**src/rtl/ldg_pkg.sv**
```systemverilog
// ----------------------------------------------------------------------------
// ldg_pkg
// Shared constants, types and helpers for the low-bit dequant GEMV row block.
// ----------------------------------------------------------------------------
package ldg_pkg;

  localparam int ACC_WIDTH = 48;

  localparam int CODE_W  = 8;
  localparam int CB_W    = 4;
  localparam int SCALE_W = 16;
  localparam int ZP_W    = 10;
  localparam int X_W     = 16;
  localparam int BIAS_W  = 32;
  localparam int Y_W     = 32;
  localparam int FRAC_W  = 12;

  // code - zero_point spans -511..767
  localparam int DIFF_W  = 11;
  // (code - zp) * scale fits in 28 bits signed; scale gets a zero sign bit
  localparam int MUL_A_W = 28;
  localparam int MUL_B_W = SCALE_W + 1;
  localparam int PROD_W  = MUL_A_W + MUL_B_W;
  localparam int RND_W   = PROD_W + 1;
  localparam int TERM_W  = RND_W - FRAC_W;

  localparam int PADDR_W = 3;
  localparam int PDATA_W = 32;

  // register index, taken from paddr[2]
  localparam logic REG_CODE_BITS = 1'b0;
  localparam logic REG_BIAS_EN   = 1'b1;

  localparam logic [CB_W-1:0] CODE_BITS_RST = CB_W'(4);

  typedef struct packed {
    logic acc_en;
    logic row_start;
    logic row_end;
  } acc_ctrl_t;

  function automatic logic [CODE_W-1:0] code_mask(input logic [CB_W-1:0] cb);
    logic [CB_W-1:0]  n;
    logic [CODE_W:0]  m;
    n = (cb > CB_W'(CODE_W)) ? CB_W'(CODE_W) : cb;
    m = ((CODE_W+1)'(1) << n) - (CODE_W+1)'(1);
    return m[CODE_W-1:0];
  endfunction

endpackage

```
**src/rtl/ldg_cfg.sv**
```systemverilog
// ----------------------------------------------------------------------------
// ldg_cfg
// APB register file: code width and bias enable.
// ----------------------------------------------------------------------------
module ldg_cfg (
  input  logic                         clk_i,
  input  logic                         rst_ni,
  input  logic                         psel,
  input  logic                         penable,
  input  logic                         pwrite,
  input  logic [ldg_pkg::PADDR_W-1:0]  paddr,
  input  logic [ldg_pkg::PDATA_W-1:0]  pwdata,
  output logic [ldg_pkg::PDATA_W-1:0]  prdata,
  output logic                         pready,
  output logic [ldg_pkg::CB_W-1:0]     code_bits_o,
  output logic                         bias_en_o
);
  import ldg_pkg::*;

  logic [CB_W-1:0] code_bits_q;
  logic            bias_en_q;
  logic            wr;

  assign pready = 1'b1;
  assign wr     = psel & penable & pwrite & pready;

  always_ff @(posedge clk_i or negedge rst_ni) begin
    if (!rst_ni) begin
      code_bits_q <= CODE_BITS_RST;
      bias_en_q   <= 1'b1;
    end else if (wr) begin
      if (paddr[2] == REG_CODE_BITS) begin
        code_bits_q <= pwdata[CB_W-1:0];
      end else begin
        bias_en_q <= pwdata[0];
      end
    end
  end

  always_comb begin
    if (paddr[2] == REG_BIAS_EN) begin
      prdata = {{(PDATA_W-1){1'b0}}, bias_en_q};
    end else begin
      prdata = {{(PDATA_W-CB_W){1'b0}}, code_bits_q};
    end
  end

  assign code_bits_o = code_bits_q;
  assign bias_en_o   = bias_en_q;

endmodule

```
**src/rtl/ldg_mul.sv**
```systemverilog
// ----------------------------------------------------------------------------
// ldg_mul
// Shared signed multiplier with registered product, used twice per element.
// ----------------------------------------------------------------------------
module ldg_mul (
  input  logic                                clk_i,
  input  logic                                en_i,
  input  logic signed [ldg_pkg::MUL_A_W-1:0]  a_i,
  input  logic signed [ldg_pkg::MUL_B_W-1:0]  b_i,
  output logic signed [ldg_pkg::PROD_W-1:0]   p_o
);
  import ldg_pkg::*;

  logic signed [PROD_W-1:0] p_q;
  logic signed [PROD_W-1:0] p_d;

  assign p_d = PROD_W'(a_i) * PROD_W'(b_i);

  always_ff @(posedge clk_i) begin
    if (en_i) begin
      p_q <= p_d;
    end
  end

  assign p_o = p_q;

endmodule

```
**src/rtl/ldg_acc.sv**
```systemverilog
// ----------------------------------------------------------------------------
// ldg_acc
// Row accumulator with saturating add, 32-bit clip and output register.
// ----------------------------------------------------------------------------
module ldg_acc (
  input  logic                               clk_i,
  input  logic                               rst_ni,
  input  ldg_pkg::acc_ctrl_t                 ctrl_i,
  input  logic                               bias_en_i,
  input  logic signed [ldg_pkg::BIAS_W-1:0]  bias_i,
  input  logic signed [ldg_pkg::TERM_W-1:0]  term_i,
  input  logic                               out_stall_i,
  output logic                               out_valid_o,
  output logic signed [ldg_pkg::Y_W-1:0]     y_value_o,
  output logic                               saturated_o,
  output logic                               hold_o
);
  import ldg_pkg::*;

  localparam int SUM_W = ACC_WIDTH + 1;
  localparam int HI_W  = ACC_WIDTH - Y_W + 1;

  logic signed [ACC_WIDTH-1:0] acc_q, acc_d;
  logic signed [ACC_WIDTH-1:0] base, acc_sat;
  logic signed [SUM_W-1:0]     sum;
  logic [HI_W-1:0]             hi;
  logic signed [Y_W-1:0]       y_q, y_d;
  logic                        sat_q, sat_d;
  logic                        out_valid_q, out_valid_d;

  always_comb begin
    if (ctrl_i.row_start) begin
      base = bias_en_i ? ACC_WIDTH'(bias_i) : '0;
    end else begin
      base = acc_q;
    end
    sum = SUM_W'(base) + SUM_W'(term_i);
    if (sum[SUM_W-1] != sum[SUM_W-2]) begin
      acc_sat = sum[SUM_W-1] ? {1'b1, {(ACC_WIDTH-1){1'b0}}}
                             : {1'b0, {(ACC_WIDTH-1){1'b1}}};
    end else begin
      acc_sat = sum[ACC_WIDTH-1:0];
    end
    hi = acc_sat[ACC_WIDTH-1:Y_W-1];
    if (hi == '0 || hi == '1) begin
      y_d   = acc_sat[Y_W-1:0];
      sat_d = 1'b0;
    end else begin
      y_d   = acc_sat[ACC_WIDTH-1] ? {1'b1, {(Y_W-1){1'b0}}} : {1'b0, {(Y_W-1){1'b1}}};
      sat_d = 1'b1;
    end
  end

  always_comb begin
    acc_d       = acc_q;
    out_valid_d = out_valid_q & out_stall_i;
    if (ctrl_i.acc_en) begin
      acc_d = ctrl_i.row_end ? '0 : acc_sat;
      if (ctrl_i.row_end) begin
        out_valid_d = 1'b1;
      end
    end
  end

  always_ff @(posedge clk_i or negedge rst_ni) begin
    if (!rst_ni) begin
      acc_q       <= '0;
      out_valid_q <= 1'b0;
    end else begin
      acc_q       <= acc_d;
      out_valid_q <= out_valid_d;
    end
  end

  always_ff @(posedge clk_i) begin
    if (ctrl_i.acc_en && ctrl_i.row_end) begin
      y_q   <= y_d;
      sat_q <= sat_d;
    end
  end

  assign out_valid_o = out_valid_q;
  assign y_value_o   = y_q;
  assign saturated_o = sat_q;
  assign hold_o      = out_valid_q & out_stall_i;

endmodule

```
**src/rtl/lowbit_dequant_gemv_row.sv**
```systemverilog
// ----------------------------------------------------------------------------
// lowbit_dequant_gemv_row
// Group-wise asymmetric low-bit dequant and row dot product, one shared
// multiplier under a three-state sequencer.
// ----------------------------------------------------------------------------
// A row-end request's result is registered after the second multiply (ST_MUL2)
// and the accumulate state (ST_ACC), and is delayed while a still-stalled earlier
// result holds it in accumulate. The single multiplier forms (code - zp) * scale
// and then the product with x, so no request is taken during the second multiply;
// the accumulate step overlaps the next request's first multiply.
// Reset: asynchronous, active low; accumulator cleared, code_bits 4, bias_enable 1.
// ----------------------------------------------------------------------------
module lowbit_dequant_gemv_row (
  input  logic                                clk_i,
  input  logic                                rst_ni,
  input  logic                                psel,
  input  logic                                penable,
  input  logic                                pwrite,
  input  logic [ldg_pkg::PADDR_W-1:0]         paddr,
  input  logic [ldg_pkg::PDATA_W-1:0]         pwdata,
  output logic [ldg_pkg::PDATA_W-1:0]         prdata,
  output logic                                pready,
  input  logic                                in_valid_i,
  output logic                                in_stall_o,
  input  logic [ldg_pkg::CODE_W-1:0]          code_i,
  input  logic [ldg_pkg::SCALE_W-1:0]         scale_i,
  input  logic signed [ldg_pkg::ZP_W-1:0]     zero_point_i,
  input  logic signed [ldg_pkg::X_W-1:0]      x_value_i,
  input  logic signed [ldg_pkg::BIAS_W-1:0]   bias_value_i,
  input  logic                                row_start_i,
  input  logic                                row_end_i,
  output logic                                out_valid_o,
  input  logic                                out_stall_i,
  output logic signed [ldg_pkg::Y_W-1:0]      y_value_o,
  output logic                                saturated_o
);
  import ldg_pkg::*;

  localparam logic [1:0] ST_IDLE = 2'd0;
  localparam logic [1:0] ST_MUL2 = 2'd1;
  localparam logic [1:0] ST_ACC  = 2'd2;

  logic [1:0]               state_q, state_d;
  logic signed [X_W-1:0]    x_q;
  logic signed [BIAS_W-1:0] bias_q;
  logic                     row_start_q, row_end_q;

  logic [CB_W-1:0]          code_bits;
  logic                     bias_en;
  logic                     hold, blocked, ready, accept;
  logic signed [DIFF_W-1:0] diff;
  logic signed [MUL_A_W-1:0] mul_a;
  logic signed [MUL_B_W-1:0] mul_b;
  logic                     mul_en;
  logic signed [PROD_W-1:0] prod;
  logic signed [RND_W-1:0]  rnd;
  logic signed [TERM_W-1:0] term;
  acc_ctrl_t                acc_ctrl;

  ldg_cfg u_cfg (
    .clk_i       (clk_i),
    .rst_ni      (rst_ni),
    .psel        (psel),
    .penable     (penable),
    .pwrite      (pwrite),
    .paddr       (paddr),
    .pwdata      (pwdata),
    .prdata      (prdata),
    .pready      (pready),
    .code_bits_o (code_bits),
    .bias_en_o   (bias_en)
  );

  assign blocked    = (state_q == ST_ACC) & row_end_q & hold;
  assign ready      = (state_q == ST_IDLE) | ((state_q == ST_ACC) & ~blocked);
  assign accept     = in_valid_i & ready;
  assign in_stall_o = ~ready;

  assign diff = $signed({{(DIFF_W-CODE_W){1'b0}}, code_i & code_mask(code_bits)})
              - DIFF_W'(zero_point_i);

  assign mul_a  = (state_q == ST_MUL2) ? prod[MUL_A_W-1:0] : MUL_A_W'(diff);
  assign mul_b  = (state_q == ST_MUL2) ? MUL_B_W'(x_q) : $signed({1'b0, scale_i});
  assign mul_en = accept | (state_q == ST_MUL2);

  ldg_mul u_mul (
    .clk_i (clk_i),
    .en_i  (mul_en),
    .a_i   (mul_a),
    .b_i   (mul_b),
    .p_o   (prod)
  );

  // round half up to 12 fraction bits
  assign rnd  = RND_W'(prod) + RND_W'(2048);
  assign term = rnd[RND_W-1:FRAC_W];

  assign acc_ctrl.acc_en    = (state_q == ST_ACC) & ~blocked;
  assign acc_ctrl.row_start = row_start_q;
  assign acc_ctrl.row_end   = row_end_q;

  ldg_acc u_acc (
    .clk_i       (clk_i),
    .rst_ni      (rst_ni),
    .ctrl_i      (acc_ctrl),
    .bias_en_i   (bias_en),
    .bias_i      (bias_q),
    .term_i      (term),
    .out_stall_i (out_stall_i),
    .out_valid_o (out_valid_o),
    .y_value_o   (y_value_o),
    .saturated_o (saturated_o),
    .hold_o      (hold)
  );

  always_comb begin
    state_d = state_q;
    case (state_q)
      ST_IDLE: begin
        if (accept) state_d = ST_MUL2;
      end
      ST_MUL2: begin
        state_d = ST_ACC;
      end
      ST_ACC: begin
        if (blocked) state_d = ST_ACC;
        else if (accept) state_d = ST_MUL2;
        else state_d = ST_IDLE;
      end
      default: begin
        state_d = ST_IDLE;
      end
    endcase
  end

  always_ff @(posedge clk_i or negedge rst_ni) begin
    if (!rst_ni) begin
      state_q <= ST_IDLE;
    end else begin
      state_q <= state_d;
    end
  end

  always_ff @(posedge clk_i) begin
    if (accept) begin
      x_q         <= x_value_i;
      bias_q      <= bias_value_i;
      row_start_q <= row_start_i;
      row_end_q   <= row_end_i;
    end
  end

  a_accept_to_mul2: assert property (@(posedge clk_i) disable iff (!rst_ni)
    accept |=> state_q == ST_MUL2)
    else $error("accepted request did not enter second multiply");

  a_mul2_to_acc: assert property (@(posedge clk_i) disable iff (!rst_ni)
    state_q == ST_MUL2 |=> state_q == ST_ACC)
    else $error("second multiply not followed by accumulate");

  a_result_from_acc: assert property (@(posedge clk_i) disable iff (!rst_ni)
    $rose(out_valid_o) |-> $past(state_q) == ST_ACC && $past(row_end_q))
    else $error("result appeared without a row-end accumulate");

  a_no_accept_in_mul2: assert property (@(posedge clk_i) disable iff (!rst_ni)
    state_q == ST_MUL2 |-> !accept)
    else $error("request accepted during second multiply");

endmodule

```
**config.mk**
```make
export PLATFORM = sky130hd
export DESIGN_NAME = lowbit_dequant_gemv_row
export DESIGN_NICKNAME = d
export VERILOG_FILES = /design/src/rtl/ldg_pkg.sv /design/src/rtl/ldg_cfg.sv /design/src/rtl/ldg_mul.sv /design/src/rtl/ldg_acc.sv /design/src/rtl/lowbit_dequant_gemv_row.sv
export SDC_FILE = /design/constraint.sdc
export NUM_CORES = 2
export LEC_CHECK = 0
export BUFFER_PORTS_ARGS = -buffer_cell sky130_fd_sc_hd__buf_4
export CAP_MARGIN = 20
export CORE_MARGIN = 1
export CORE_UTILIZATION = 60
export DETAILED_ROUTE_END_ITERATION = 6
export GPL_TIMING_DRIVEN = 0
export HOLD_SLACK_MARGIN = 0.12
export PLACE_DENSITY = 0.79
export SYNTH_ARGS = -nofsm -noshare
export SYNTH_HDL_FRONTEND = slang
export SYNTH_HIERARCHICAL = 1
export SYNTH_SLANG_ARGS = --single-unit
```
**constraint.sdc**
```tcl
create_clock -name clk_i -period 9.7 [get_ports clk_i]
set_input_delay 1.94 -clock clk_i [delete_from_list [all_inputs] [get_ports clk_i]]
set_output_delay 1.94 -clock clk_i [all_outputs]
set_load 0.1 [all_outputs]
```
Yosys cells after proc, flatten, opt, wreduce, memory -nomap -nowiden
Cells that the tools add are included.
{ "classes": {"n_mul": 1, "reduce_logical": 6, "bitwise_logic": 13, "magnitude_cmp": 1, "addsub": 4, "muxes": 18, "n_eq_ne": 5, "shifts": 1} }
{ "op_table": {"columns": ["operator", "n"], "rows": [
  ["two-way mux 48 bit", 5],
  ["two-way mux 32 bit", 2],
  ["adder 48 x 34 -> 49 bit", 1],
  ["adder 45 x 13 -> 46 bit, second input constant", 1],
  ["multiplier 28 x 17 -> 45 bit", 1],
  ["two-way mux 28 bit", 1],
  ["== test 17 bit, second input constant", 1],
  ["logical NOT 17 bit", 1],
  ["two-way mux 17 bit", 1],
  ["subtractor 9 x 10 -> 11 bit", 1],
  ["bitwise AND 8 bit", 1],
  ["two-way mux 4 bit", 2],
  ["<< shifter 1 x 4 -> 8 bit, first input constant", 1],
  ["subtractor 8 x 2 -> 8 bit, second input constant", 1],
  ["bitwise AND 1 bit", 7],
  ["case mux 2 bit (3 select lines)", 1],
  ["greater-than comparator 4 bit, second input constant", 1],
  ["two-way mux 1 bit", 4],
  ["two-way mux 2 bit", 2],
  ["AND reduction 2 bit", 2],
  ["NOT 1 bit", 3],
  ["== test 2 x 1 -> 1 bit, second input constant", 1],
  ["== test 2 bit, second input constant", 1],
  ["logical NOT 2 bit", 1],
  ["other kinds (5)", 6]
]} }
{ "totals": {"regBits": 184, "input_bits": 126} }

Depth between registers and ports, before layout
{ "depth": {"ltp_word": 10, "mapped_depth": 38, "mapped_depth_nobuf": 36} }

Hierarchy
The synthesis kept the hierarchy.
{ "modules_own_cells": {"columns": ["module", "instances", "area_each_um2", "cells_per_inst", "seq_area_each_um2"], "rows": [
  ["ldg_mul", 1, 17942.2, 1893, 1351.3],
  ["ldg_acc", 1, 7457.2, 928, 2217.1],
  ["lowbit_dequant_gemv_row", 1, 3258.1, 325, 1551.5],
  ["ldg_cfg", 1, 476.7, 47, 127.6]
]} }

Worst setup path after synthesis
Ideal clock, no wire load.
{ "synth_path": {"path_kind": "in2reg", "start": "input port code_i[0] in the netlist's numbering", "end": "register u_mul.p_q[40], in the netlist u_mul/p_o[40], data pin", "path_slack_ns": 0.401, "path_buffers": 3, "path_stages": 30, "arrival_ns": 9.040, "cell_sequence": "nand2_1 ha_1 fa_1 nand2b_1 a21oi_1 a21oi_1 o21a_1 buf_4 buf_4 a21o_1 clkbuf_1 nand2_1 fa_1 fa_1 fa_1 inv_1 fa_1 fa_1 inv_1 fa_1 inv_1 ha_1 and3_4 and2_4 o41ai_4 a31oi_2 or4_1 a31o_1 a21oi_2 xnor2_1"} }
{ "synth_via": {"elab_chain_len": 4} }
{ "synth_lines": {"columns": ["element", "line", "text"], "rows": [
  ["start, declared", "lowbit_dequant_gemv_row.sv:25", "input logic [ldg_pkg::CODE_W-1:0] code_i,"],
  ["bitwise AND 8 bit", "lowbit_dequant_gemv_row.sv:79", "assign diff = $signed({{(DIFF_W-CODE_W){1'b0}}, code_i & code_mask(code_bits)})"],
  ["subtractor 9 x 10 -> 11 bit", "lowbit_dequant_gemv_row.sv:80", "- DIFF_W'(zero_point_i);"],
  ["two-way mux 28 bit", "lowbit_dequant_gemv_row.sv:82", "assign mul_a = (state_q == ST_MUL2) ? prod[MUL_A_W-1:0] : MUL_A_W'(diff);"],
  ["net mul_a[17]", "lowbit_dequant_gemv_row.sv:52", "logic signed [MUL_A_W-1:0] mul_a;"],
  ["multiplier 28 x 17 -> 45 bit", "ldg_mul.sv:17", "assign p_d = PROD_W'(a_i) * PROD_W'(b_i);"],
  ["net u_mul.p_d[40]", "ldg_mul.sv:15", "logic signed [PROD_W-1:0] p_d;"],
  ["end signal, assigned", "ldg_mul.sv:21", "p_q <= p_d;"],
  ["end, declared", "ldg_mul.sv:14", "logic signed [PROD_W-1:0] p_q;"]
]} }
The timed path passes the listed nets, and every way through them passes these cells.
A chain may end at the register's enable or synchronous reset.

Final worst setup path
{ "layout_path": {"start": "input port code_i[5] in the netlist's numbering", "end": "register u_mul.p_q[40], in the netlist u_mul/p_o[40], data pin"} }
The elaborated chain is that of the path after synthesis.

==> key figures <==
Logic synthesis
  • Synth top area cells: fa_1 32%, edfxtp_1 13%, ha_1 7.2%
  • Syn. warnings: 6
  • Post-Synthesis Cell Area: 29130 sq um
  • Most frequent cell after synthesis: inv_1
  • EDFF count, synth: 128
  • Ys flop type: edfxtp_1
  • Synth cell count leaders: 549 x inv_1, 463 x fa_1, 422 x nand2_1
  • Synthesized instance count: 3193
  • Ys async rst share: 30.43%
  • Yosys cell types: 97
  • Register bit count reported by yosys: 184
  • Mapped Avg Cell Area: 9.124 sq um
  • Top-area cell type share of the netlist area: 31.81%
  • Register area share after synthesis: 18.01%
  • Synth area leader: fa_1

Route
  • Detail Route Antenna Nets: 0
  • Via count: 24020
  • Detailed Route WL: 91.33 mm
  • Initial DRC count: 2423
  • WL/cell: 22.76 microns
  • DRT Pass-1 Iters: 6
  • Residual DRC: 0
  • Vias per cell: 5.985

STA
  • Fin crit share: 98.92%
  • Clk_skew: 0.01399 ns
  • Fmax achieved: 104.2 MHz
  • Final hold vios: 0
  • Slew Limit Headroom: 25.73%
  • Final slew viol count: 0
  • WHS: 0.5229 ns
  • RSZ-0062 raised after global routing: true
  • Min Tclk post-route: 9.596 ns
  • Final setup TNS: 0 ns
  • Slew @ Worst Pin: 1.114 ns
  • Final setup fails: 0

Die
  • # IOs: 194
  • Site Rows: 80
  • Die X: 222.4 microns
  • Core Area: 47850 sq um
  • Die ar.: 49440 sq um
  • Initial Util: 60.89%
  • Die Ht: 222.4 microns

Setup path
  • RR Endpoint: u_mul/p_o[40]
  • Critical-path top delay cell: or4_1
  • Critical Path Most Common Cell: fa_1
  • Crit end category: flop
  • Critical path type: in2reg
  • Startpoint Class: input port
  • Crit Path Max Fanout: 10
  • Critical Path AT: 9.80 ns
  • FF-to-FF setup slack: 0.30 ns
  • Crit path required time: 9.91 ns
  • Reg2Reg Depth: 26
  • RR Startpoint: state_q[1]
  • Worst path max stage delay: 0.57 ns

Global route
  • Largest net degree at the start of global routing: 57
  • Vias in the first global route: 25100
  • GR Util All Layers: 37.86%
  • First-pass GRT wire length: 142.2 mm
  • Aggregate global routing overflow: 0
  • Initial antenna violation count: 6

Clock network
  • CTS tree: yes
  • Clk_lat worst skew: 0.46 ns
  • CTS Root Cell: clkbuf_16
  • Worst-path clk slew: 0.08 ns
  • Sink Count: 184
  • Clock Path Buffers: 2
  • CTS Buf Count: 17
  • H-tree levels: 4

Placed design
  • IO buf count: 134
  • Gp weighted congestion: 0.9844
  • Dpl cells: 3975
  • Detailed Place HPWL: 74.31 mm

Job
  • Maxcap violations: 0

Hold path
  • HP Class: reg2reg
  • Hold_sp: u_acc/acc_q[33]
  • Hold path depth: 1
  • Hold EP: u_acc/acc_q[33]

Status
  • Status: finished, final reports clean

Cells and area
  • Share of cells above drive strength 1: 11.49%
  • Synth-to-Final Area Change: 9.796%
  • Nets: 4138
  • Cell Count, Final, Fillers Out: 4013
[metrics by stage]
step | setup WS, ns | instance area [sq um] | utilization [%]
4_1_cts | 0.003292 | 31840 | 66.55
6_report | 0.1045 | 31990 | 66.86
3_3_place_gp | -1.728 | 31010 | 64.81
3_5_place_dp | -1.600 | 31100 | 65.00
2_1_floorplan | 0.4006 | 29240 | -
5_1_grt | -0.05814 | 31980 | 66.84
[repair_timing]
item | CTS | global route
hold buffers | 0 | 0
pin swaps | 1 | 4
setup endpoints to repair | 25 | 18
gates resized for setup | 48 | 54
buffers inserted | 2 | 5
[cell usage in the layout (no fill, tap or decap), types with 18 or more instances in the layout]
master    count
inv_1       549
fa_1        461
nand2_1     422
and2_1      224
buf_4       175
ha_1        166
nor2_1      160
a21oi_1     128
edfxtp_1    128
clkbuf_1     94
xnor2_1      93
o21ai_0      88
dfrtp_1      54
o22ai_1      47
nand3_1      40
xor2_1       31
nand4_1      30
a21o_1       29
o22ai_2      29
conb_1       29
buf_2        27
nand2b_1     22
nor3_1       21
o211ai_1     18
[worst max-delay path: cells and delay by family]
family	cells	cell delay [ns]
compound gates	10	2.00
xor+xnor	1	0.10
fa+ha+maj	8	3.73
buf+inv	7	0.92
simple gates	4	1.10
[state kept, by name, summed over array words and instances (netlist names)]
name	flops
state_q	2
x_q	16
bias_q	32
u_cfg/code_bits_o	4
u_acc/saturated_o	1
u_mul/p_o	45
u_acc/out_valid_o	1
u_acc/y_value_o	32
u_cfg/bias_en_o	1
u_acc/acc_q	48
row_end_q	1
row_start_q	1
[final cells by class]
type	count	area [sq um]
clock inverter	14	151.4
sequential	184	5248
tap	615	769.5
fill	3969	15860
multi-input combinational	2304	21270
inverter	549	2061
antenna	3	7.507
timing repair buffer	147	1159
buffer	179	897.1
clock buffer	18	429.2
[cells by family after synthesis]
group	synth area share, %
simple gates	17.05
buf+inv	10.04
fa+ha+maj	38.99
compound gates	11.64
flops	18.01
xor+xnor	3.728
mux	0.5197
other cells	0.02578
[how the worst max path moves through the flow]
| stage | to | slack [ns] | from |
|---|---|---|---|
| 2_1_floorplan | u_mul/p_o[40] | 0.40 | code_i[0] |
| 6_report | u_mul/p_o[40] | 0.10 | code_i[5] |
| 3_5_place_dp | u_mul/p_o[41] | -1.60 | code_i[0] |
| 4_1_cts | u_mul/p_o[40] | 0.003 | code_i[5] |
| 3_3_place_gp | u_mul/p_o[41] | -1.73 | code_i[0] |
| 5_1_grt | u_mul/p_o[40] | -0.06 | code_i[0] |
[per-layer routing]
layer / routed length [microns] / GRT usage, %
met4: 4009 / 15.68
met5: 26 / 0
met3: 8572 / 7.326
met1: 36910 / 50.44
met2: 41810 / 60.97
Power is left out: the tool's default activity adds up to more than one toggle a clock period on the data nets, which glitch-free logic cannot reach.
